$ cat src/hdl/nlba_pkg.sv
package nlba_pkg;

   localparam int LANES      = 32;
   localparam int LANE_W     = 5;
   localparam int CODES      = 16;
   localparam int CODE_W     = 4;
   localparam int QUERY_W    = 14;
   localparam int QUERIES    = 4;
   localparam int ENTRY_W    = 15;
   localparam int ROW_W      = CODES * ENTRY_W;
   localparam int VMIN_W     = 17;
   localparam int ACC_W      = 23;
   localparam int SHIFT_W    = 24;
   localparam int GRP_W      = 8;
   localparam int CODE_WORD_W = 128;

   localparam int REQ_DATA_W = 192;
   localparam int REQ_USER_W = 2;
   localparam int RSP_DATA_W = 56;

   // tuser bit positions on the request side
   localparam int USER_MODE  = 0;
   localparam int USER_FIRST = 1;

   localparam logic [ENTRY_W-1:0]   ENTRY_MAX = 15'h7FFF;
   localparam logic [ACC_W-1:0]     ACC_MAX   = 23'h7FFFFF;
   localparam logic [SHIFT_W-1:0]   SHIFT_MIN = 24'h800000;
   localparam logic [LANE_W-1:0]    LAST_LANE = 5'd31;

   localparam logic MODE_LOAD  = 1'b0;
   localparam logic MODE_CODES = 1'b1;

   typedef enum logic [1:0] {
      ST_IDLE,
      ST_BUILD,
      ST_ACCUM,
      ST_EMIT
   } state_type;

   typedef struct packed {
      logic clear;
      logic add;
   } lane_ctrl_type;

   typedef struct packed {
      logic busy;
   } emit_stat_type;

endpackage

$ cat src/hdl/nlba_emit.sv
module nlba_emit (
   input  logic                              clock,
   input  logic                              reset,
   input  logic                              start,
   input  logic [nlba_pkg::ACC_W-1:0]        sums [nlba_pkg::LANES],
   input  logic [nlba_pkg::SHIFT_W-1:0]      shift,
   output nlba_pkg::emit_stat_type           stat,
   output logic                              rsp_tvalid,
   input  logic                              rsp_tready,
   output logic [nlba_pkg::RSP_DATA_W-1:0]   rsp_tdata,
   output logic                              rsp_tlast
);
   import nlba_pkg::*;

   logic               active_ff, active_in;
   logic [LANE_W-1:0]  cnt_ff, cnt_in;
   logic               vld_ff, vld_in;
   logic [LANE_W-1:0]  idx_ff;
   logic [ACC_W-1:0]   sum_ff;
   logic [SHIFT_W-1:0] shift_ff;
   logic               last_ff;
   logic               load;

   always_comb begin
      load      = active_ff && (!vld_ff || rsp_tready);
      active_in = active_ff;
      cnt_in    = cnt_ff;
      if (start) begin
         active_in = 1'b1;
         cnt_in    = '0;
      end else if (load) begin
         cnt_in = cnt_ff + 1'b1;
         if (cnt_ff == LAST_LANE) begin
            active_in = 1'b0;
         end
      end
      if (load) begin
         vld_in = 1'b1;
      end else if (rsp_tready) begin
         vld_in = 1'b0;
      end else begin
         vld_in = vld_ff;
      end
   end

   always_ff @(posedge clock) begin
      if (reset) begin
         active_ff <= 1'b0;
         cnt_ff    <= '0;
         vld_ff    <= 1'b0;
      end else begin
         active_ff <= active_in;
         cnt_ff    <= cnt_in;
         vld_ff    <= vld_in;
      end
   end

   always_ff @(posedge clock) begin
      if (load) begin
         idx_ff   <= cnt_ff;
         sum_ff   <= sums[cnt_ff];
         shift_ff <= shift;
         last_ff  <= (cnt_ff == LAST_LANE);
      end
   end

   assign stat.busy  = active_ff;
   assign rsp_tvalid = vld_ff;
   assign rsp_tlast  = last_ff;
   assign rsp_tdata  = {4'b0000, shift_ff, sum_ff, idx_ff};

`ifndef NO_ASSERTIONS
   a_last_tag: assert property (@(posedge clock) disable iff (reset)
      vld_ff |-> ((idx_ff == LAST_LANE) == last_ff))
      else $error("last flag does not match lane index");
   a_start: assert property (@(posedge clock) disable iff (reset)
      start |=> (active_ff && cnt_ff == '0))
      else $error("readout did not start at lane zero");
   a_stop: assert property (@(posedge clock) disable iff (reset)
      (load && cnt_ff == LAST_LANE && !start) |=> !active_ff)
      else $error("readout kept running past the final lane");
`endif

endmodule

$ cat config.mk
export PLATFORM = sky130hd
export DESIGN_NAME = nlba_emit
export DESIGN_NICKNAME = d
export VERILOG_FILES = /design/src/hdl/nlba_pkg.sv /design/src/hdl/nlba_emit.sv
export SDC_FILE = /design/constraint.sdc
export NUM_CORES = 1
export LEC_CHECK = 0
export BUFFER_PORTS_ARGS = -buffer_cell sky130_fd_sc_hd__buf_4
export CORE_AREA = 2 2 325 327
export CTS_BUF_LIST = sky130_fd_sc_hd__clkbuf_4
export CTS_CLUSTER_SIZE = 12
export DETAILED_ROUTE_END_ITERATION = 10
export DIE_AREA = 0 0 327 329
export MAX_ROUTING_LAYER = met4
export PLACE_DENSITY = 0.36
export SLEW_MARGIN = 30
export SYNTH_ARGS = -nofsm -noshare
export SYNTH_HDL_FRONTEND = slang
export SYNTH_SLANG_ARGS = --single-unit
$ cat constraint.sdc
create_clock -name clock -period 3.21 [get_ports clock]
set_input_delay 0.321 -clock clock [delete_from_list [all_inputs] [get_ports clock]]
set_output_delay 0.321 -clock clock [all_outputs]
set_load 0.05 [all_outputs]
==> impl_metrics.sql <==
INSERT INTO impl_metrics (metric_group, metric, value, unit) VALUES
('run_status', 'status', 'complete, no violations', ''),
('floorplan', 'rows', '119', ''),
('place', 'hpwl', '64200', 'µm'),
('critical_path', 'worstReg2RegStart', 'cnt_ff[0]', ''),
('clocking', 'cts-hold-fix-buffers', '27', ''),
('clocking', 'clk_pin_slew', '0.12', 'ns'),
('critical_path', 'worstSetupEndpointType', 'flop', ''),
('place', 'dpl-instance-area', '0.0158', 'mm²'),
('detailed_routing', 'num_vias', '9843', ''),
('final_layout', 'final_nets', '2172', ''),
('critical_path', 'category_of_the_most_critical_setup_path', 'reg2reg', ''),
('detailed_routing', 'route.final.wire_length', '73600', 'µm'),
('critical_path', 'required', '3.46', 'ns'),
('clocking', 'clock_tree.htree_level_count', '3', ''),
('timing', 'skew', '0.0821', 'ns'),
('min_path', 'hp-start', 'rsp_tready', ''),
('power_and_ir_drop', 'ir_drop', '106', 'µV'),
('power_and_ir_drop', 'power_frac_comb', '0.533', ''),
('power_and_ir_drop', 'power_report.internal_total', '2.06', 'mW'),
('critical_path', 'timing.critical_path.fanout_max', '20', ''),
('logic_synthesis', 'dominantRegCellSynth', 'sky130_fd_sc_hd__edfxtp_1', ''),
('critical_path', 'crit-reg2reg-capture', 'sum_ff[10]', ''),
('floorplan', 'floorplan.die_area', '0.108', 'mm²'),
('global_route', 'gr-total-overflow', '0', ''),
('logic_synthesis', 'synthTopCellsByArea', 'sky130_fd_sc_hd__mux4_2, sky130_fd_sc_hd__edfxtp_1, sky130_fd_sc_hd__mux2i_1', ''),
('timing', 'layout_worst_path_cycle_share', '0.905', ''),
('global_route', 'grt.met1_usage', '0.165', ''),
('final_layout', 'drive_gt1_frac', '0.752', ''),
('critical_path', 'reg2regPathDepth', '5', ''),
('power_and_ir_drop', 'total_power', '3.20', 'mW'),
('final_layout', 'final_cell_mix', 'sky130_fd_sc_hd__buf_4, sky130_fd_sc_hd__mux4_2, sky130_fd_sc_hd__mux2i_1', ''),
('min_path', 'min_path_cells', '3', ''),
('final_layout', 'final_design_area_no_fill', '0.0162', 'mm²'),
('clocking', 'cts_sinks', '60', ''),
('floorplan', 'area_of_the_core', '0.104', 'mm²'),
('logic_synthesis', 'synth.cell_area', '0.00769', 'mm²'),
('min_path', 'worstHoldEndpoint', 'rsp_tvalid', ''),
('logic_synthesis', 'ys_async_sr_fraction', '0', ''),
('power_and_ir_drop', 'power_per_cell_area', '198', 'mW/mm²'),
('logic_synthesis', 'syn_avg_cell_area', '13.7', 'µm²'),
('final_layout', 'layout-area-overhead-vs-synth', '111', '%'),
('detailed_routing', 'ant_nets', '0', ''),
('floorplan', 'die_w', '327', 'µm'),
('detailed_routing', 'drt_drc_violations_left', '0', ''),
('detailed_routing', 'post_drt_wl_per_cell', '26.2', 'µm'),
('global_route', 'antenna_violations_before_repair', '30', ''),
('power_and_ir_drop', 'switching_share', '0.357', ''),
('timing', 'maxClockFrequency', '344', 'MHz'),
('timing', 'grt_setup_unrepaired', 'no', ''),
('place', 'port_buffers', '818', ''),
('timing', 'setup-tns-final', '0', 'ns'),
('timing', 'post-route-min-period', '2.90', 'ns'),
('detailed_routing', 'drt-vias-per-instance', '3.50', ''),
('final_layout', 'layout_commonest_cell', 'sky130_fd_sc_hd__buf_4', ''),
('global_route', 'grt_first_pass_wirelength', '94900', 'µm'),
('critical_path', 'start_kind', 'flop', ''),
('global_route', 'global_route.usage.met3', '0.0293', ''),
('job', 'drv_cap', '0', ''),
('critical_path', 'reg2reg_slack', '0.31', 'ns'),
('timing', 'timing_max_transition_violations_final', '0', ''),
('floorplan', 'die_height', '329', 'µm'),
('logic_synthesis', 'synth_enable_flop_cells', '53', ''),
('clocking', 'cts_resized', '0', ''),
('power_and_ir_drop', 'p_clk_frac', '0.178', ''),
('floorplan', 'io_pins', '823', ''),
('power_and_ir_drop', 'total_leakage_power', '6.41', 'nW'),
('place', 'place_congestion', '0.974', ''),
('min_path', 'min-delay-path-class', 'in2reg', ''),
('timing', 'worst_pin_slew', '0.818', 'ns'),
('global_route', 'groute.usage.overall', '0.134', ''),
('global_route', 'grt-busiest-layer', 'met2', '');
==> synthesized netlist by cell type (all sizes together) (3+ instances only) <==
cell     number
a2111oi      22
a21oi        47
a22o         22
a22oi        24
buf          42
clkbuf       33
dfxtp         7
edfxtp       53
mux2i        95
mux4        137
nand3         3
nor2          3
nor3          5
o221ai       23
o22ai        22
xor2          3
==> kinds of logic after synthesis <==
group	count (synthesis)	synth area share
other cells	1	0.000488
buf+inv	77	0.0589
xor+xnor	3	0.00342
fa+ha+maj	2	0.00325
mux	233	0.526
simple gates	24	0.0172
compound gates	162	0.165
flops	60	0.225
==> power by group through the flow <==
stage          combinational [mW]  sequential [mW]  clock (mW)
6_report                     1.71            0.925       0.571
5_1_grt                      1.82            0.931       0.640
4_1_cts                      1.75            0.927       0.637
3_5_place_dp                 1.72            0.945           0
3_3_place_gp                 1.71            0.945           0
2_1_floorplan               0.485             1.08           0
==> layout make-up <==
class | count | area [µm²]
Antenna cell | 12 | 30.0
Clock buffer | 9 | 67.6
Clock inverter | 6 | 41.3
Timing Repair Buffer | 905 | 7020
Inverter | 2 | 7.51
Multi-Input combinational cell | 428 | 5570
Sequential cell | 60 | 1750
Tap cell | 1391 | 1740
Fill cell | 11700 | 88200
==> metal layers <==
layer,up-vias,share of wire,wire (µm)
met5,-,0,0
met4,0,0.0095,697
met3,46,0.066,4870
met2,560,0.50,36700
met1,5005,0.43,31300
li1,4232,-,-
==> worst max path at each step <==
stage               startpoint         end  depth (start not counted)  slack, ns
CTS                  cnt_ff[0]   sum_ff[8]                          5       0.32
finish               cnt_ff[0]  sum_ff[10]                          5       0.31
global placement     cnt_ff[0]   sum_ff[6]                          5       0.25
global route         cnt_ff[0]   sum_ff[8]                          5       0.13
detailed placement   cnt_ff[0]   sum_ff[6]                          5       0.26
floorplan                 stat   idx_ff[0]                          2       0.80
==> through the flow <==
| stage | hold slack (ns) | instances | worst slack, ns | util |
|---|---|---|---|---|
| 2_1_floorplan | 0.390 | 565 | 0.801 | - |
| 3_3_place_gp | 0.500 | 2758 | 0.247 | 0.151 |
| 3_5_place_dp | 0.500 | 2759 | 0.257 | 0.152 |
| 4_1_cts | 0.0846 | 2801 | 0.316 | 0.155 |
| 5_1_grt | 0.126 | 2813 | 0.134 | 0.155 |
| 6_report | 0.191 | 2813 | 0.306 | 0.155 |
==> flip-flops by register name, indices dropped and copies added, names as in the netlist <==
| name | cells |
|---|---|
| idx_ff | 5 |
| sum_ff | 23 |
| shift_ff | 24 |
| cnt_ff | 5 |
| rsp_tvalid | 1 |
| stat | 1 |
| rsp_tlast | 1 |
==> worst max-delay path: stages, from the launching register on <==
cell and delay, ns:
sky130_fd_sc_hd__dfxtp_4 0.64, sky130_fd_sc_hd__buf_4 0.34, sky130_fd_sc_hd__mux4_2 0.52, sky130_fd_sc_hd__a22o_1 0.26, sky130_fd_sc_hd__a2111oi_2 0.71, sky130_fd_sc_hd__a21oi_1 0.11
No activity file was read; power rests on OpenSTA's default activity.
