[src/hdl/nlba_pkg.sv]
package nlba_pkg;

   localparam int LANES      = 32;
   localparam int LANE_W     = 5;
   localparam int CODES      = 16;
   localparam int CODE_W     = 4;
   localparam int QUERY_W    = 14;
   localparam int QUERIES    = 4;
   localparam int ENTRY_W    = 15;
   localparam int ROW_W      = CODES * ENTRY_W;
   localparam int VMIN_W     = 17;
   localparam int ACC_W      = 23;
   localparam int SHIFT_W    = 24;
   localparam int GRP_W      = 8;
   localparam int CODE_WORD_W = 128;

   localparam int REQ_DATA_W = 192;
   localparam int REQ_USER_W = 2;
   localparam int RSP_DATA_W = 56;

   // tuser bit positions on the request side
   localparam int USER_MODE  = 0;
   localparam int USER_FIRST = 1;

   localparam logic [ENTRY_W-1:0]   ENTRY_MAX = 15'h7FFF;
   localparam logic [ACC_W-1:0]     ACC_MAX   = 23'h7FFFFF;
   localparam logic [SHIFT_W-1:0]   SHIFT_MIN = 24'h800000;
   localparam logic [LANE_W-1:0]    LAST_LANE = 5'd31;

   localparam logic MODE_LOAD  = 1'b0;
   localparam logic MODE_CODES = 1'b1;

   typedef enum logic [1:0] {
      ST_IDLE,
      ST_BUILD,
      ST_ACCUM,
      ST_EMIT
   } state_type;

   typedef struct packed {
      logic clear;
      logic add;
   } lane_ctrl_type;

   typedef struct packed {
      logic busy;
   } emit_stat_type;

endpackage

[src/hdl/nlba_lut_gen.sv]
module nlba_lut_gen #(
   parameter int QUERY_BITS = 14
) (
   input  logic                                    clock,
   input  logic                                    capture,
   input  logic [nlba_pkg::QUERY_W-1:0]            query_raw [nlba_pkg::QUERIES],
   output logic [nlba_pkg::ROW_W-1:0]              row,
   output logic signed [nlba_pkg::VMIN_W-1:0]      vmin
);
   import nlba_pkg::*;

   localparam int Sh = QUERY_W - QUERY_BITS;

   logic signed [QUERY_W-1:0] q_in [QUERIES];
   logic signed [QUERY_W-1:0] q_ff [QUERIES];
   logic signed [VMIN_W-1:0]  vmin_in;
   logic signed [VMIN_W-1:0]  vmin_ff;
   logic signed [QUERY_W-1:0] shl  [QUERIES];

   // sign-extend the low QUERY_BITS bits, sum of the negative ones
   always_comb begin
      vmin_in = '0;
      for (int k = 0; k < QUERIES; k++) begin
         shl[k]  = $signed(query_raw[k] << Sh);
         q_in[k] = shl[k] >>> Sh;
         if (q_in[k] < 0) begin
            vmin_in = vmin_in + VMIN_W'(q_in[k]);
         end
      end
   end

   always_ff @(posedge clock) begin
      if (capture) begin
         q_ff    <= q_in;
         vmin_ff <= vmin_in;
      end
   end

   // entry c: -vmin + subset picked by c (bit 3 -> q0 ... bit 0 -> q3)
   always_comb begin
      logic signed [VMIN_W:0] e;
      for (int c = 0; c < CODES; c++) begin
         e = -(VMIN_W+1)'(vmin_ff);
         for (int k = 0; k < QUERIES; k++) begin
            if (c[QUERIES-1-k]) begin
               e = e + (VMIN_W+1)'(q_ff[k]);
            end
         end
         if (e > $signed({3'b000, ENTRY_MAX})) begin
            row[c*ENTRY_W +: ENTRY_W] = ENTRY_MAX;
         end else begin
            row[c*ENTRY_W +: ENTRY_W] = e[ENTRY_W-1:0];
         end
      end
   end

   assign vmin = vmin_ff;

endmodule

[config.mk]
export PLATFORM = sky130hd
export DESIGN_NAME = nlba_lut_gen
export DESIGN_NICKNAME = d
export VERILOG_FILES = /design/src/hdl/nlba_pkg.sv /design/src/hdl/nlba_lut_gen.sv
export SDC_FILE = /design/constraint.sdc
export NUM_CORES = 1
export LEC_CHECK = 0
export ABC_AREA = 1
export BUFFER_PORTS_ARGS = -buffer_cell sky130_fd_sc_hd__buf_2
export CORE_MARGIN = 2
export CORE_UTILIZATION = 40
export DETAILED_ROUTE_END_ITERATION = 10
export MAX_ROUTING_LAYER = met4
export PLACE_DENSITY = 0.62
export SLEW_MARGIN = 20
export SYNTH_ARGS = -nofsm -noshare
export SYNTH_HDL_FRONTEND = slang
export SYNTH_SLANG_ARGS = --single-unit
[constraint.sdc]
create_clock -name clock -period 10.7 [get_ports clock]
set_clock_uncertainty 0.1 [all_clocks]
set_input_delay 2.675 -clock clock [delete_from_list [all_inputs] [get_ports clock]]
set_output_delay 2.675 -clock clock [all_outputs]
set_load 0.02 [all_outputs]
==> key figures, run 1 <==
Routing
  – Post-DRT Antenna Nets: 0
  – DRT Wirelength: 69500 um
  – Starting DRT DRC Count: 1576
  – Via count: 19000
  – Drt drc: 0
  – WL/cell: 19.4 um
  – Via/cell ratio: 5.31
  – Pre-antenna DRT Iters: 7

CTS
  – CTS root buffer: clkbuf_16
  – H-Tree Depth: 3
  – Max clock buf depth: 2
  – Postcts setup bufs: 0
  – Clock transition at path regs: 60 ps
  – Num CTS Buffers: 9
  – CTS tree: yes
  – Sink Count: 73

Worst setup path
  – Crit path kind: flop to primary output
  – Worst Path Required: 7930 ps
  – CP max stage cell: fa_1
  – Critical path endpoint: row[228]
  – CP endpoint kind: primary output
  – Startpoint types: flop
  – Arr. time, crit path: 7410 ps
  – Critical Path Fanout Max: 15
  – Crit path from: vmin[0]$_DFFE_PP_
  – Crit-path max cell delay: 510 ps
  – Cell mode on critical path: nand2_1

Worst hold path
  – Worst hold stages: 1
  – Worst min path class: primary input to flop

Timing
  – Fin crit period: 10190 ps
  – FMAX: 98.2 MHz
  – Setup violators final: 0
  – Slew @ Worst Pin: 1100 ps
  – Pins Over Slew Limit: 0
  – Hold WS: 2450 ps
  – Worst setup margin: 512 ps
  – Fin crit share: 95.2%
  – Fin. Hold Viols: 0
  – Rel. slew slack: 26.4%

Global route
  – Met2 GRT Util: 48.6%
  – GRT Util Overall: 29.9%
  – Vias in the first global route: 18000
  – Gr busiest metal: met2
  – Met3 Usage GRT: 2.17%
  – Largest net degree at the start of global routing: 74
  – Global-route wire length before repair: 104000 um
  – Initial antenna violation count: 0
  – Total gr overflow: 0
  – M1 GR Usage: 38.7%

Logic synthesis
  – Mean post-synth cell area: 6.73 sq um
  – Number of synthesized register bits: 73
  – Mapped Nets: 3044
  – Number of enable flip-flop cells after synthesis: 73
  – Synth unique cells: 53
  – Cell taking the most area after synthesis: ha_1
  – Ys async rst share: 0%
  – YS warnings: 0
  – Synth area leaders: ha_1 (22%), nand2_1 (14%), edfxtp_1 (12%)
  – Syn Std Cell Area: 17900 sq um
  – Post-synthesis sequential area ratio: 12.3%
  – Synth Flop Type: edfxtp_1
  – Syn Inst Count: 2658
  – Top cell type's share of synthesized area: 21.7%

Floorplan
  – Core area: 44100 sq um
  – Die ar.: 46400 sq um
  – Ports: 315
  – Starting Density: 40.5%
  – Row count: 77
  – Chip width: 215 um
  – Die span in y: 215 um

Placement
  – Gpl congestion: 0.986
  – Dpl hpwl: 58300 um
  – Cell total after placement: 3566
  – Port Buffers: 314
  – Pre-CTS WS: 579 ps

Flow run
  – Max Cap Viol: 0

Final layout
  – ANT cells: 0
  – Area Overhead vs Synth: 15.0%
  – Fin util: 46.6%
  – Layout cell share with drive strength beyond 1: 14.6%
  – Final nets: 3371
  – Fin cells: 3581

Outcome
  – Outcome: complete, no violations
[metal layers]
layer / up-vias / wire length (um)
met4: 0 / 3080
met2: 622 / 31600
met3: 118 / 3790
met5: - / 0
met1: 8772 / 31000
li1: 9515 / -
[cell usage in the layout, fill, tap and decap left out, types with 4 or more instances in the layout]
cell type and n:
o21bai_1 24, nand2_1 667, nand3_2 4, nor2_1 86, nand4_1 12, o31ai_1 18, xor2_1 174, o21ai_2 6
or2_2 5, xnor2_1 94, xor2_2 7, buf_4 28, nand2_2 39, nand3b_1 10, o211ai_1 13, o21ai_0 129
nor3_1 36, a21boi_0 5, o221ai_1 7, ha_1 310, fa_1 18, a211oi_1 4, a31oi_1 25, a21boi_1 10
edfxtp_1 73, nand3_1 93, a21o_1 7, inv_1 391, buf_2 314, a21oi_1 300, o21ai_1 35, clkbuf_16 9
[metrics by stage]
stage / TNS (ps) / cell area [sq um]
5_1_grt: -27.6 / 20600
3_5_place_dp: 0 / 20200
6_report: 0 / 20600
4_1_cts: 0 / 20500
2_1_floorplan: 0 / 17900
3_3_place_gp: 0 / 20200
[worst max-delay path, delay by kind of cell (launching register included)]
family	cells	cell delay, ps
xor+xnor	3	1000
compound gates	8	1520
fa+ha+maj	5	2090
simple gates	14	1380
buf+inv	5	730
flops	1	370
[cells in the mapped netlist, types with 35 or more instances]
cell,n
a21oi_1,300
inv_1,391
nor3_1,36
o21ai_0,130
nand2_2,40
edfxtp_1,73
nand3_1,93
xor2_1,178
nor2_1,86
o21ai_1,35
nand2_1,667
ha_1,310
xnor2_1,96
[area by class of cell]
class | count | area (sq um)
Fill cell | 4647 | 23600
Multi-Input combinational cell | 2163 | 14100
Sequential cell | 73 | 2190
Timing Repair Buffer | 342 | 1780
Inverter | 396 | 1490
Tap cell | 592 | 741
Clock buffer | 10 | 229
Clock inverter | 5 | 33.8
[logic make-up after synthesis]
| kind of cell | count (synthesis) | share of synthesized area, % |
|---|---|---|
| buffers and inverters | 422 | 9.20 |
| adder cells (fa/ha/maj) | 328 | 23.7 |
| AND/OR/NAND/NOR | 965 | 22.7 |
| flip-flops | 73 | 12.3 |
| AO/OA/AOI/OAI | 593 | 18.4 |
| XOR/XNOR | 277 | 13.7 |
[state kept, by name (all words and copies together) (netlist names)]
signal	flops
vmin	17
q_ff	56
[what timing repair did]
action | 4_1_cts | 5_1_grt
resized for setup | 0 | 9
setup endpoints to repair | 0 | 15
hold buffers | 0 | 0
[how the worst min path moves through the flow]
stage                  start  slack (ps)                 end
2_1_floorplan   query_raw[0]        2670   q_ff[0]$_DFFE_PP_
3_3_place_gp   query_raw[20]        2780  q_ff[20]$_DFFE_PP_
3_5_place_dp   query_raw[20]        2780  q_ff[20]$_DFFE_PP_
4_1_cts        query_raw[20]        2440  q_ff[20]$_DFFE_PP_
5_1_grt        query_raw[20]        2450  q_ff[20]$_DFFE_PP_
6_report       query_raw[43]        2450  q_ff[43]$_DFFE_PP_
Power of run 1 is not shown: default switching activity piles up to over one toggle a cycle in this logic, so the estimate is an artifact.
==> run 2, diff against run 1 <==
--- a/config.mk
+++ b/config.mk
@@ -12,6 +12,7 @@
 export DETAILED_ROUTE_END_ITERATION = 10
 export MAX_ROUTING_LAYER = met4
 export PLACE_DENSITY = 0.62
+export RECOVER_POWER = 100
 export SLEW_MARGIN = 20
 export SYNTH_ARGS = -nofsm -noshare
 export SYNTH_HDL_FRONTEND = slang
==> key figures, run 2 (synthesis gave the netlist of run 1 again) <==
Timing
  – Setup violators final: 0 (unchanged)
  – FMAX: 97.9 MHz (-0.21%)
  – Fin crit share: 95.4% (+0.20 points)
  – Fin. Hold Viols: 0 (unchanged)
  – Setup TNS Final: 0 ps (unchanged)
  – Fin crit period: 10210 ps (+21.6 ps)
  – Pins Over Slew Limit: 170 (+170)
  – Worst setup margin: 490 ps (-21.6 ps)
  – Slew @ Worst Pin: 3840 ps (+2740 ps)
  – Hold WS: 2480 ps (+24.0 ps)
  – Rel. slew slack: -156% (-180 points)

Worst setup path
  – Worst Path Buf+Inv: 5 (unchanged)
  – Crit-path max cell delay: 510 ps (about the same)
  – Arr. time, crit path: 7430 ps (+20 ps)
  – CP max stage cell: fa_1
  – Startpoint types: flop
  – Worst Path Required: 7930 ps (about the same)
  – Critical Path Fanout Max: 15 (unchanged)
  – CP delay by family, top: adder cells
  – Critical path depth in cells: 35 (unchanged)
  – Cell mode on critical path: nand2_1
  – Crit path kind: flop to primary output
  – CP endpoint kind: primary output

Placement
  – Dpl hpwl: 58300 um (unchanged)
  – Area post-placement: 20200 sq um (unchanged)
  – Port Buffers: 314 (unchanged)
  – Gpl congestion: 0.986 (unchanged)
  – Pre-CTS WS: 579 ps (unchanged)

Final layout
  – Final nets: 3371 (unchanged)
  – Register area: 2190 sq um (unchanged)
  – Largest register FFs: 56 (unchanged)
  – Most common cell after layout, fill and taps aside: nand2_1
  – ANT cells: 0 (unchanged)
  – Commonest cells after routing, fill and taps aside: nand2_1 (670), inv_1 (391), ha_1 (310), a21oi_1 (300), clkbuf_1 (283)
  – Largest Register: q_ff
  – Area of the multi-input gates: 14100 sq um (-0.33%)
  – Layout cell share with drive strength beyond 1: 4.85% (-9.7 points)
  – Final instance area: 20200 sq um (-2.0%)
  – # fillers: 4795 (+3.2%)
  – Area Overhead vs Synth: 12.8%

Floorplan
  – Die ar.: 46400 sq um (unchanged)
  – Die span in y: 215 um (unchanged)
  – Row count: 77 (unchanged)
  – Chip width: 215 um (unchanged)
  – Starting Density: 40.5% (unchanged)
  – Ports: 315 (unchanged)
  – Core area: 44100 sq um (unchanged)

Outcome
  – Outcome: finished, violations left
  – Failing checks: capacitance limit, slew limit

Routing
  – Pre-antenna DRT Iters: 6 (-1)
  – WL/cell: 19.6 um (+0.79%)
  – Drt drc: 0 (unchanged)
  – Via count: 19100 (+0.49%)
  – Via/cell ratio: 5.34 (+0.49%)
  – Post-DRT Antenna Nets: 0 (unchanged)
  – DRT Wirelength: 70100 um (+0.79%)
  – Starting DRT DRC Count: 1553 (-1.5%)

Worst hold path
  – Worst hold stages: 1 (unchanged)
  – Worst min path class: primary input to flop

CTS
  – CTS root buffer: clkbuf_16
  – Max clock buf depth: 2 (unchanged)
  – Sink Count: 73 (unchanged)
  – Num CTS Buffers: 9 (unchanged)
  – H-Tree Depth: 3 (unchanged)
  – CTS tree: yes
  – Clock transition at path regs: 60 ps (about the same)

Global route
  – Initial antenna violation count: 0 (unchanged)
  – GRT Util Overall: 29.9% (unchanged)
  – Largest net degree at the start of global routing: 74 (unchanged)
  – Global-route wire length before repair: 104000 um (unchanged)
  – Vias in the first global route: 18000 (unchanged)
  – Total gr overflow: 0 (unchanged)

Flow run
  – Max Cap Viol: 9 (+9)
==> run 2: routing by layer <==
layer | routed length [um] | vias up | global-route usage (%)
met2 | 31700 | 619 | 48.6
li1 | - | 9515 | -
met3 | 3700 | 128 | 2.17
met1 | 31500 | 8858 | 38.7
met4 | 3220 | 0 | 11.5
met5 | 0 | - | -
==> run 2: timing repair <==
action                                 in CTS  in global routing
endpoints found under the hold margin       0                  0
buffers inserted                            0                  0
gates resized for setup                     0                  9
setup endpoints to repair                   0                 15
hold buffers                                0                  0
==> run 2: final cells by class <==
cell class / count / share of cell area, %
multi-input cells: 2163 / 69.7
repair buffers: 342 / 7.05
clock buffers: 10 / 1.14
clock inverters: 5 / 0.168
flip-flops and latches: 73 / 10.9
well taps: 592 / 3.67
inverters: 396 / 7.37
==> run 2: final timing paths <==
kind	start	end	slack [ps]
setup / recovery	vmin[0]$_DFFE_PP_	row[228]	490
hold / removal	query_raw[20]	q_ff[20]$_DFFE_PP_	2480
==> run 2: per-stage QoR <==
| step | std cells | utilization [%] |
|---|---|---|
| after floorplan | 2658 | - |
| after global placement | 3566 | 45.9 |
| after detailed placement | 3566 | 45.9 |
| after CTS | 3581 | 46.5 |
| after global routing | 3581 | 45.7 |
| final | 3581 | 45.7 |
Power of run 2 is left out for the same reason.
