==> src/hdl/nlba_pkg.sv <==
package nlba_pkg;

   localparam int LANES      = 32;
   localparam int LANE_W     = 5;
   localparam int CODES      = 16;
   localparam int CODE_W     = 4;
   localparam int QUERY_W    = 14;
   localparam int QUERIES    = 4;
   localparam int ENTRY_W    = 15;
   localparam int ROW_W      = CODES * ENTRY_W;
   localparam int VMIN_W     = 17;
   localparam int ACC_W      = 23;
   localparam int SHIFT_W    = 24;
   localparam int GRP_W      = 8;
   localparam int CODE_WORD_W = 128;

   localparam int REQ_DATA_W = 192;
   localparam int REQ_USER_W = 2;
   localparam int RSP_DATA_W = 56;

   // tuser bit positions on the request side
   localparam int USER_MODE  = 0;
   localparam int USER_FIRST = 1;

   localparam logic [ENTRY_W-1:0]   ENTRY_MAX = 15'h7FFF;
   localparam logic [ACC_W-1:0]     ACC_MAX   = 23'h7FFFFF;
   localparam logic [SHIFT_W-1:0]   SHIFT_MIN = 24'h800000;
   localparam logic [LANE_W-1:0]    LAST_LANE = 5'd31;

   localparam logic MODE_LOAD  = 1'b0;
   localparam logic MODE_CODES = 1'b1;

   typedef enum logic [1:0] {
      ST_IDLE,
      ST_BUILD,
      ST_ACCUM,
      ST_EMIT
   } state_type;

   typedef struct packed {
      logic clear;
      logic add;
   } lane_ctrl_type;

   typedef struct packed {
      logic busy;
   } emit_stat_type;

endpackage

==> src/hdl/nlba_lane.sv <==
module nlba_lane (
   input  logic                          clock,
   input  logic                          reset,
   input  nlba_pkg::lane_ctrl_type       ctrl,
   input  logic [nlba_pkg::CODE_W-1:0]   code,
   input  logic [nlba_pkg::ROW_W-1:0]    row,
   output logic [nlba_pkg::ACC_W-1:0]    acc
);
   import nlba_pkg::*;

   logic [ACC_W-1:0]   acc_ff;
   logic [ACC_W-1:0]   acc_in;
   logic [ACC_W-1:0]   base;
   logic [ENTRY_W-1:0] entry;
   logic [ACC_W:0]     sum;

   always_comb begin
      entry = row[code*ENTRY_W +: ENTRY_W];
      base  = ctrl.clear ? '0 : acc_ff;
      sum   = {1'b0, base} + (ACC_W+1)'(entry);
      if (!ctrl.add) begin
         acc_in = base;
      end else if (sum[ACC_W]) begin
         acc_in = ACC_MAX;
      end else begin
         acc_in = sum[ACC_W-1:0];
      end
   end

   always_ff @(posedge clock) begin
      if (reset) begin
         acc_ff <= '0;
      end else begin
         acc_ff <= acc_in;
      end
   end

   assign acc = acc_ff;

endmodule

==> config.mk <==
export PLATFORM = sky130hd
export DESIGN_NAME = nlba_lane
export DESIGN_NICKNAME = d
export VERILOG_FILES = /design/src/hdl/nlba_pkg.sv /design/src/hdl/nlba_lane.sv
export SDC_FILE = /design/constraint.sdc
export NUM_CORES = 1
export LEC_CHECK = 0
export BUFFER_PORTS_ARGS = -buffer_cell sky130_fd_sc_hd__buf_2
export CAP_MARGIN = 20
export CELL_PAD_IN_SITES_DETAIL_PLACEMENT = 1
export CELL_PAD_IN_SITES_GLOBAL_PLACEMENT = 2
export CORE_ASPECT_RATIO = 1.5
export CORE_MARGIN = 4
export CORE_UTILIZATION = 25
export CTS_CLUSTER_DIAMETER = 80
export CTS_CLUSTER_SIZE = 12
export DETAILED_ROUTE_END_ITERATION = 12
export PLACE_DENSITY = 0.95
export SYNTH_ARGS = -nofsm -noshare
export SYNTH_HDL_FRONTEND = slang
export SYNTH_SLANG_ARGS = --single-unit
export TNS_END_PERCENT = 100
==> constraint.sdc <==
create_clock -name clock -period 9.98 [get_ports clock]
set_clock_uncertainty 0.1 [all_clocks]
set_input_delay 1.996 -clock clock [delete_from_list [all_inputs] [get_ports clock]]
set_output_delay 1.996 -clock clock [all_outputs]
set_load 0.05 [all_outputs]
==> results.md, run 1 <==
* Netlist cell types at 55
* EDFF count, synth at 0
* Post-synth top cells: mux4_2 (75), nor2_1 (25), dfxtp_1 (23)
* Fin. Hold Viols at 0
* Fin crit share at 58.1%
* Crit Path Category: in2reg
* Post-CTS Setup Bufs at 0
* Root buf cell: clkbuf_16
* Die area at 17200 sq um
* Ys async rst share at 0%
* Worst-path maximum fanout at 43
* Starting Density at 25.7%
* CTS buffer count at 3
* Worst Path Required at 9.99 ns
* Skew-Pair Late Insertion Delay at 0.26 ns
* Max-cap check violation count at 0
* WP data arrival at 5.80 ns
* Boundary pin count at 271
* Status: finished, final reports clean
* Leakage at 2.38 nW
* Sw frac at 39.1%
* Area leader, netlist: mux4_2
* Synthesis-to-finish area growth at 41.7%
* Synth area leaders: mux4_2 (45%), dfxtp_1 (12%), ha_1 (5.0%)
* Initial DRC Count at 234
* Placer Congestion at 0.909
* Combinational share of power at 58.7%
* Setup slack, reg-to-reg at 7.04 ns
* Fin nets at ~860
* Mean Syn Cell Area at 10.9 sq um
* CP endpoint kind: flop
* Switching pwr at 0.184 mW
* Max IR drop VDD at a little under 0.00006 V
* Most Crowded Layer GR: met2
* # rows at 54
* Clock share of power at 19.1%
* Gr ovfl total at 0
* Sequential share of the synthesized area at 12.1%
* Post-route ant nets at 0
* GR Layer Usage met3 at 5.44%
* HP Class: reg2reg
* Met1 usage at 27.1%
* # port buffers at 270
* Max FFs per register at 23
* GRT met2 Usage at 35.9%
* Routed vias at 4264
* Synth Flop Type: dfxtp_1
* Cell Count, Final, Fillers Out at 792
* Area share of the largest cell type after synthesis at between 40 and 50%
* Max Slew Vio Count at 0
* TritonCTS clock tree: yes
* Vias in the first global route at between 4000 and 5000
* Period minus WS final at 5.79 ns
* FMAX at 0.173 GHz
* Vias/cell at 5.38
* Die Span Y at 159 um
* Detailed placement HPWL at 16300 um
* Gr usage total at 21.1%
* Share of post-route cells with drive strength above 1 at about three fifths
* Post-Place Worst Slack at 3.36 ns
* Startpoint Class: input pin
* Post-CTS Hold Fix Bufs at 0
* Fin area at 5370 sq um
* Fillcell total at around 1800
* Fin worst setup slack at 4.19 ns
* Internal at 0.287 mW
* Largest net degree at the start of global routing at between 60 and 70
* CTS sink cnt at 23
* Final Util at 36.5%
* Setup violators final at 0
* Syn nets at 611
* Placed cell count at 784
* First drt pass iteration count at 4
* Gate Count Post-Synth at 347
* Reg power frac at 22.2%
* Slew @ Worst Pin at 0.749 ns
* Post-synthesis register bit count at 23
* WL/cell at 23.5 um
* WL final at between 15000 and 20000 um
* Core area at 14700 sq um
* # DRC at 0
* Clk slew on worst S/H paths at 0.07 ns
* H-tree levels at 1
* Synthesized cell area at 3790 sq um
* Area after DPL at approximately 5300 sq um
* First-pass GRT wire length at 27900 um
* Post-CTS sizing at 0
* RSZ-0062 raised after global routing: false
* Chip width at 109 um
* Initial antenna violation count at 2
* Slew Limit Headroom at 50.0%
* Yosys warns at 0
* Most common cell in the synthesized netlist: mux4_2
* Pwr Density at 87.6 nW/um^2
* Maximum root-to-sink buffer count at 2
* Total negative slack at 0 ns
-- kinds of logic after synthesis --
kind of cell | share of synthesized area, %
adders and majority gates | 5.48
and+or+nand+nor | 15.3
buffers and inverters | 4.85
AOI/OAI and AO/OA | 14.8
xor gates and xnor gates | 2.08
muxes | 45.3
DFF | 12.1
-- stage by stage --
step	power [mW]	hold slack, ns
finish	0.471	0.471
global route	0.499	0.493
CTS	0.472	0.462
detailed placement	0.381	0.452
global placement	0.373	0.429
floorplan	0.286	0.634
-- routing by layer --
metal / vias to the layer above / part of all wire (%)
met5: - / 0
met2: 238 / 50
met1: 2100 / 38
met3: 12 / 11
met4: 0 / 0.91
li1: 1914 / -
-- final timing paths --
check | cells after the start | endpoint | start
max reg2reg | 10 | acc[16]$_SDFF_PP0_ | acc[0]$_SDFF_PP0_
max | 12 | acc[10]$_SDFF_PP0_ | code[0]
min | 2 | acc[19]$_SDFF_PP0_ | acc[19]$_SDFF_PP0_
min reg2reg | 2 | acc[19]$_SDFF_PP0_ | acc[19]$_SDFF_PP0_
-- cell usage in the layout (no fill, tap or decap), types with 3 or more instances in the layout --
cell | Yosys | final
o21ai_1 | 4 | 4
a211oi_1 | 14 | 14
a21oi_1 | 14 | 14
o21ai_0 | 9 | 9
mux4_2 | 75 | 75
xor2_1 | 6 | 6
nand2_1 | 22 | 22
clkbuf_16 | 0 | 3
ha_1 | 15 | 15
nor4_1 | 3 | 3
nand2b_1 | 3 | 3
and2_1 | 3 | 3
a21o_1 | 4 | 4
o311ai_0 | 3 | 3
mux2i_1 | 3 | 3
nor2b_1 | 18 | 18
nor2_1 | 25 | 25
dfxtp_1 | 23 | 23
xnor2_1 | 3 | 3
inv_1 | 11 | 11
buf_4 | 1 | 3
a31oi_1 | 4 | 4
buf_2 | 9 | 269
nand3_1 | 4 | 4
o211ai_1 | 8 | 8
a21oi_2 | 3 | 3
nor3_1 | 9 | 9
-- cell type report --
class                   count  area (sq um)  area share [%]
diodes                      2          5.00          0.0931
clock buffers               4          78.8            1.47
inverters                  11          41.3           0.768
multi-input cells         283          3150            58.6
flip-flops and latches     23           460            8.57
well taps                 196           245            4.56
repair buffers            273          1400            26.0
-- power groups by stage --
stage | clock, mW | combinational (mW) | sequential, mW
floorplan | 0 | 0.155 | 0.130
global placement | 0 | 0.267 | 0.106
detailed placement | 0 | 0.275 | 0.106
CTS | 0.0921 | 0.276 | 0.104
global route | 0.0954 | 0.299 | 0.105
finish | 0.0900 | 0.276 | 0.104
-- worst max-delay path: stages --
cell and delay (ns):
buf_4 0.31, buf_16 0.32, mux4_2 0.56, mux4_2 0.47
ha_1 0.40, a21oi_2 0.21, o21ai_1 0.12, a221oi_4 0.41
a21oi_2 0.10, nor2_1 0.43, buf_4 0.27, o311ai_0 0.14
Note: power is estimated with default switching activity, not from simulation.
==> run 2: changes to the inputs <==
--- a/config.mk
+++ b/config.mk
@@ -5,17 +5,18 @@
 export SDC_FILE = /design/constraint.sdc
 export NUM_CORES = 1
 export LEC_CHECK = 0
+export ABC_AREA = 1
 export BUFFER_PORTS_ARGS = -buffer_cell sky130_fd_sc_hd__buf_2
 export CAP_MARGIN = 20
 export CELL_PAD_IN_SITES_DETAIL_PLACEMENT = 1
 export CELL_PAD_IN_SITES_GLOBAL_PLACEMENT = 2
 export CORE_ASPECT_RATIO = 1.5
 export CORE_MARGIN = 4
-export CORE_UTILIZATION = 25
+export CORE_UTILIZATION = 19
 export CTS_CLUSTER_DIAMETER = 80
 export CTS_CLUSTER_SIZE = 12
 export DETAILED_ROUTE_END_ITERATION = 12
-export PLACE_DENSITY = 0.95
+export PLACE_DENSITY = 0.91
 export SYNTH_ARGS = -nofsm -noshare
 export SYNTH_HDL_FRONTEND = slang
 export SYNTH_SLANG_ARGS = --single-unit
==> constraint.sdc (replaced) <==
create_clock -name clock -period 5.3 [get_ports clock]
set_clock_uncertainty 0.1 [all_clocks]
set_input_delay 1.06 -clock clock [delete_from_list [all_inputs] [get_ports clock]]
set_output_delay 1.06 -clock clock [all_outputs]
set_load 0.05 [all_outputs]
==> results.md, run 2 <==
* WL/cell at 18.1 um
* Post-CTS Setup Bufs at 0
* Die area at 26000 sq um
* GRT met2 Usage at 33.0%
* Worst Path Required at 5.42 ns
* # DRC at 0
* Reg power frac at a little over a fifth
* HP Class: reg2reg
* Gr usage total at 17.1%
* Worst-path maximum fanout at 116
* CTS buffer count at 3
* Initial DRC Count at 258
* # diodes at 0
* Routed vias at ~5900
* Ys async rst share at 0%
* Largest net degree at the start of global routing at ~120
* Synth Flop Type: dfxtp_1
* Share of post-route cells with drive strength above 1 at 31.9%
* Post-route ant nets at 0
* Area share of the largest cell type after synthesis at 13.5%
* Fin nets at 1234
* Sequential share of the synthesized area at between 10% and 20%
* Vias in the first global route at 6194
* Switching pwr at approximately 0.40 mW
* Slew Limit Headroom at 37.0%
* First-pass GRT wire length at 35100 um
* Sw frac at approximately 46%
* Slowest cell on the critical path: buf_6
* WP data arrival at around 4.4 ns
* WHS Path Cells at 4
* # rows at 68
* Synthesized cell area at roughly 4400 sq um
* Crit Path Category: in2reg
* Critical hold path startpoint: acc[11]$_SDFF_PP0_
* Synthesis-to-finish area growth at 37.8%
* Most Crowded Layer GR: met2
* Area leader, netlist: mux2i_1
* CTS sink cnt at 23
* Most common cell after layout, fill and taps aside: buf_2
* Post-Place Worst Slack at approximately 0.75 ns
* Total power at 0.887 mW
* Most common cell in the synthesized netlist: inv_1
* Die Span Y at a little under 200 um
* Hold_ws at 0.554 ns
* Fin worst setup slack at 0.995 ns
* Reg-to-reg critical path startpoint: acc[0]$_SDFF_PP0_
* Total negative slack at 0 ns
* # port buffers at 270
* Post-CTS Hold Fix Bufs at 0
* Clk slew on worst S/H paths at approximately 0.070 ns
* Setup slack, reg-to-reg at about 2.8 ns
* Final Util at 26.6%
* Combinational share of power at 58.3%
* Gate Count Post-Synth at 737
* Pwr Density at 145 nW/um^2
* RSZ-0062 raised after global routing: false
* Largest stage delay, worst path at 0.67 ns
* GR Layer Usage met3 at between 3 and 4%
* Maximum root-to-sink buffer count at 2
* Fin. Hold Viols at 0
* Fin crit share at 81.2%
* Startpoint Class: input pin
* Slew @ Worst Pin at between 0.9 and 1 ns
* Skew-Pair Late Insertion Delay at about 0.27 ns
* Crit path cell chain: buf_6, buf_4, mux2i_1, o211ai_1, nand3_1, nand2_1, ha_1, nand2_1, nor2_1, and2_1, nand2_2, nand2_2, nand3_1, nand3_1, nand2_1, inv_1
* Starting Density at 19.3%
* Period minus WS final at ~4.3 ns
* Post-synth top cells: inv_1 (112), nand2_1 (100), o21ai_0 (91)
* Commonest non-fill, non-tap cells in the layout: buf_2 (269), inv_1 (112), nand2_1 (100)
* Internal at approximately 0.48 mW
* FF-to-FF End: acc[16]$_SDFF_PP0_
* Yosys warns at 0
* Post-CTS sizing at 0
* Mean Syn Cell Area at 6.03 sq um
* Chip width at between 100 and 150 um
* Hold EP: acc[11]$_SDFF_PP0_
* TritonCTS clock tree: yes
* Worst reg-to-reg path cell count at 17
* Worst Path Buf+Inv at 3
* Max IR drop VDD at between 0.00006 and 0.00007 V
* WL final at 23200 um
* Leakage at 3.26 nW
* Met1 usage at 18.1%
* Boundary pin count at 271
* EDFF count, synth at 0
* Initial antenna violation count at 0
* CP top delay family: simple AND/OR/NAND/NOR gates
* Max-cap check violation count at 0
* CP endpoint kind: flop
* Vias/cell at 4.57
* Root buf cell: clkbuf_16
* Max FFs per register at 23
* Placer Congestion at 0.868
* H-tree levels at 1
* Netlist cell types at 35
* Status: finished, final reports clean
* Gr ovfl total at 0
* Post-synthesis register bit count at 23
* Synth area leaders: mux2i_1 (14%), dfxtp_1 (10%), o21ai_0 (10%)
* Setup violators final at 0
* Core area at 23100 sq um
* Syn nets at 1001
* Clock share of power at 20.1%
* FMAX at between 0.2 and 0.25 GHz
* Max Slew Vio Count at 0
* Detailed placement HPWL at 19600 um
* First drt pass iteration count at 4
## run 2: changes by cell type in the layout (fill, tap and decap cells not counted), moves of 52 or more
cell and delta:
nand2_1 +78, inv_1 +101, o21ai_0 +82, a21oi_1 +70, mux2i_1 +57, mux4_2 -75, o211ai_1 +52
## run 2: worst min-delay path, stage by stage (launching register included)
cell and delay (ns):
dfxtp_1 0.31, inv_1 0.05, nor2_1 0.05, o21ai_0 0.14, a21oi_1 0.06
## run 2: power groups by stage
stage	Clock (mW)	Combinational, mW	Sequential, mW
after floorplan	0	0.278	0.232
after global placement	0	0.517	0.197
after detailed placement	0	0.523	0.196
after CTS	0.185	0.525	0.192
after global routing	0.190	0.573	0.194
final	0.178	0.517	0.192
## run 2: per-stage QoR
step / instance area [sq um] / std cells
after detailed placement: 6050 / 1280
after CTS: 6130 / 1284
after global routing: 6130 / 1284
final: 6130 / 1284
after global placement: 6050 / 1280
after floorplan: 4440 / 737
## run 2: cell type report
class                           count  area [sq um]
Fill cell                        3014         16900
Multi-Input combinational cell    550          3320
Timing Repair Buffer              277          1440
Sequential cell                    23           460
Inverter                          115           434
Tap cell                          315           394
Clock buffer                        3          75.1
Clock inverter                      1          5.00
## run 2: cells by family after synthesis
| kind of cell | share of synthesized area [%] |
|---|---|
| AOI/OAI and AO/OA | 32.5 |
| and+or+nand+nor | 21.9 |
| buffers and inverters | 14.9 |
| muxes | 13.5 |
| DFF | 10.4 |
| adders and majority gates | 4.67 |
| xor gates and xnor gates | 2.17 |
## run 2: worst max-delay path by stage
stage / from / to / depth (start not counted)
4_1_cts: code[0] / acc[11]$_SDFF_PP0_ / 15
5_1_grt: code[0] / acc[11]$_SDFF_PP0_ / 15
3_3_place_gp: code[0] / acc[11]$_SDFF_PP0_ / 15
6_report: code[0] / acc[16]$_SDFF_PP0_ / 16
3_5_place_dp: code[0] / acc[19]$_SDFF_PP0_ / 16
2_1_floorplan: code[0] / acc[16]$_SDFF_PP0_ / 23
## run 2: metal layers
layer	wire length, um	part of all wire (%)	vias to the layer above
met3	1580	6.8	39
met4	762	3.3	0
met1	8520	37	2658
met2	12400	53	210
li1	-	-	2967
met5	0	0	-
==> run 3: changes to the inputs <==
==> constraint.sdc (replaced) <==
create_clock -name clock -period 3.9 [get_ports clock]
set_clock_uncertainty 0.1 [all_clocks]
set_input_delay 0.78 -clock clock [delete_from_list [all_inputs] [get_ports clock]]
set_output_delay 0.78 -clock clock [all_outputs]
set_load 0.05 [all_outputs]
==> results.md, run 3 (synthesis results as in run 2) <==
* Vias/cell at 4.58
* H-tree levels at 1
* First-pass GRT wire length at 34600 um
* CTS sink cnt at 23
* Die area at 26000 sq um
* Total power at 1.22 mW
* Synthesis-to-finish area growth at 43.2%
* Setup violators final at 0
* Most common cell after layout, fill and taps aside: buf_2
* Slew Limit Headroom at 59.2%
* Fin. Hold Viols at 0
* CTS buffer count at 3
* WP data arrival at 3.61 ns
* Worst-path maximum fanout at between 50 and 60
* Period minus WS final at 3.55 ns
* CP endpoint kind: flop
* Startpoint Class: input pin
* Share of post-route cells with drive strength above 1 at 33.8%
* Post-route ant nets at 0
* Gr usage total at 16.7%
* HP Class: reg2reg
* Fin crit share at between 90% and 100%
* Crit Path Category: in2reg
* First drt pass iteration count at 4
* Detailed placement HPWL at approximately 20000 um
* Commonest non-fill, non-tap cells in the layout: buf_2 (269), inv_1 (112), nand2_1 (100)
* Largest net degree at the start of global routing at 60
* Initial DRC Count at 135
* Critical hold path startpoint: acc[0]$_SDFF_PP0_
* Post-CTS Hold Fix Bufs at 0
* Worst Path Required at just under 4 ns
* Boundary pin count at 271
* Core area at 23100 sq um
* WL final at 22800 um
* WL/cell at 17.3 um
* Pwr Density at 192 nW/um^2
* TritonCTS clock tree: yes
* Vias in the first global route at 6400
* Setup slack, reg-to-reg at 1.54 ns
* Max Slew Vio Count at 0
* Max FFs per register at 23
* Leakage at approximately 3.4 nW
* # DRC at 0
* # diodes at 0
* Clk slew on worst S/H paths at roughly 0.07 ns
* Hold_ws at 0.547 ns
* Root buf cell: clkbuf_16
* Starting Density at 19.3%
* Status: finished, final reports clean
* Reg-to-reg critical path startpoint: acc[0]$_SDFF_PP0_
* Max IR drop VDD at 0.000102 V
* Die Span Y at approximately 200 um
* Slew @ Worst Pin at 0.611 ns
* Total negative slack at 0 ns
* Max-cap check violation count at 0
* Skew-Pair Late Insertion Delay at around 0.27 ns
* # rows at 68
* RSZ-0062 raised after global routing: false
* # port buffers at 270
* Fin area at 6370 sq um
* Hold EP: acc[0]$_SDFF_PP0_
* FMAX at between 0.2 and 0.3 GHz
* Routed vias at 6024
* FF-to-FF End: acc[16]$_SDFF_PP0_
* Placer Congestion at between 0.8 and 0.9
* Area after DPL at 6280 sq um
* CP startpoint: code[0]
* Worst reg-to-reg path cell count at 17
* Chip width at 133 um
* Initial antenna violation count at 0
* Fin nets at 1264
* Maximum root-to-sink buffer count at 2
* Post-CTS Setup Bufs at 0
* WHS Path Cells at 4
* Gr ovfl total at 0
-- run 3: changes by cell type in the layout (fill, tap and decap cells not counted), sizes merged --
cell and delta:
clkinv -1, clkbuf +1, buf +30
-- run 3: worst max path at each step --
stage | end | slack [ns] | cells past startpoint
after global routing | acc[16]$_SDFF_PP0_ | 0.02 | 22
after floorplan | acc[16]$_SDFF_PP0_ | 0.54 | 23
after global placement | acc[14]$_SDFF_PP0_ | -0.10 | 16
after detailed placement | acc[11]$_SDFF_PP0_ | -0.11 | 16
after CTS | acc[11]$_SDFF_PP0_ | 0.15 | 16
final | acc[14]$_SDFF_PP0_ | 0.35 | 16
-- run 3: critical path, stage by stage --
cell      delay [ns]
buf_8           0.32
a21oi_1         0.12
o21ai_0         0.17
o211ai_1        0.23
buf_4           0.19
o211ai_1        0.11
nand2_1         0.16
ha_1            0.33
a21oi_1         0.24
o21ai_0         0.14
a21oi_1         0.18
nand2_2         0.12
nand2_2         0.09
nand2_4         0.06
inv_4           0.21
a21oi_1         0.11
-- run 3: routing by layer --
metal	routed length (um)	up-vias	track usage, %
met1	8490	2791	17.4
met3	1330	31	3.43
met5	0	-	0
li1	-	3019	-
met4	771	0	5.74
met2	12200	183	32.7
-- run 3: timing repair --
item	4_1_cts	5_1_grt
endpoints found under the hold margin	0	0
gates resized for setup	0	2
setup endpoints to repair	0	10
-- run 3: where the power goes --
group,switching [mW],total [mW],internal (mW)
logic,0.428,0.719,0.292
clock network,0.0996,0.240,0.140
registers,0.0102,0.260,0.250
-- run 3: final cells by class --
class / instances / area, sq um
inverters: 115 / 434
repair buffers: 307 / 1680
well taps: 315 / 394
flip-flops and latches: 23 / 460
clock buffers: 4 / 78.8
multi-input cells: 550 / 3320
fillers: 3026 / 16700
-- run 3: stage by stage --
stage	std cells	util, %	setup WS [ns]
after CTS	1314	27.6	0.152
after detailed placement	1310	27.3	-0.115
final	1314	27.6	0.347
after global routing	1314	27.6	0.0188
after floorplan	737	-	0.539
after global placement	1310	27.3	-0.102
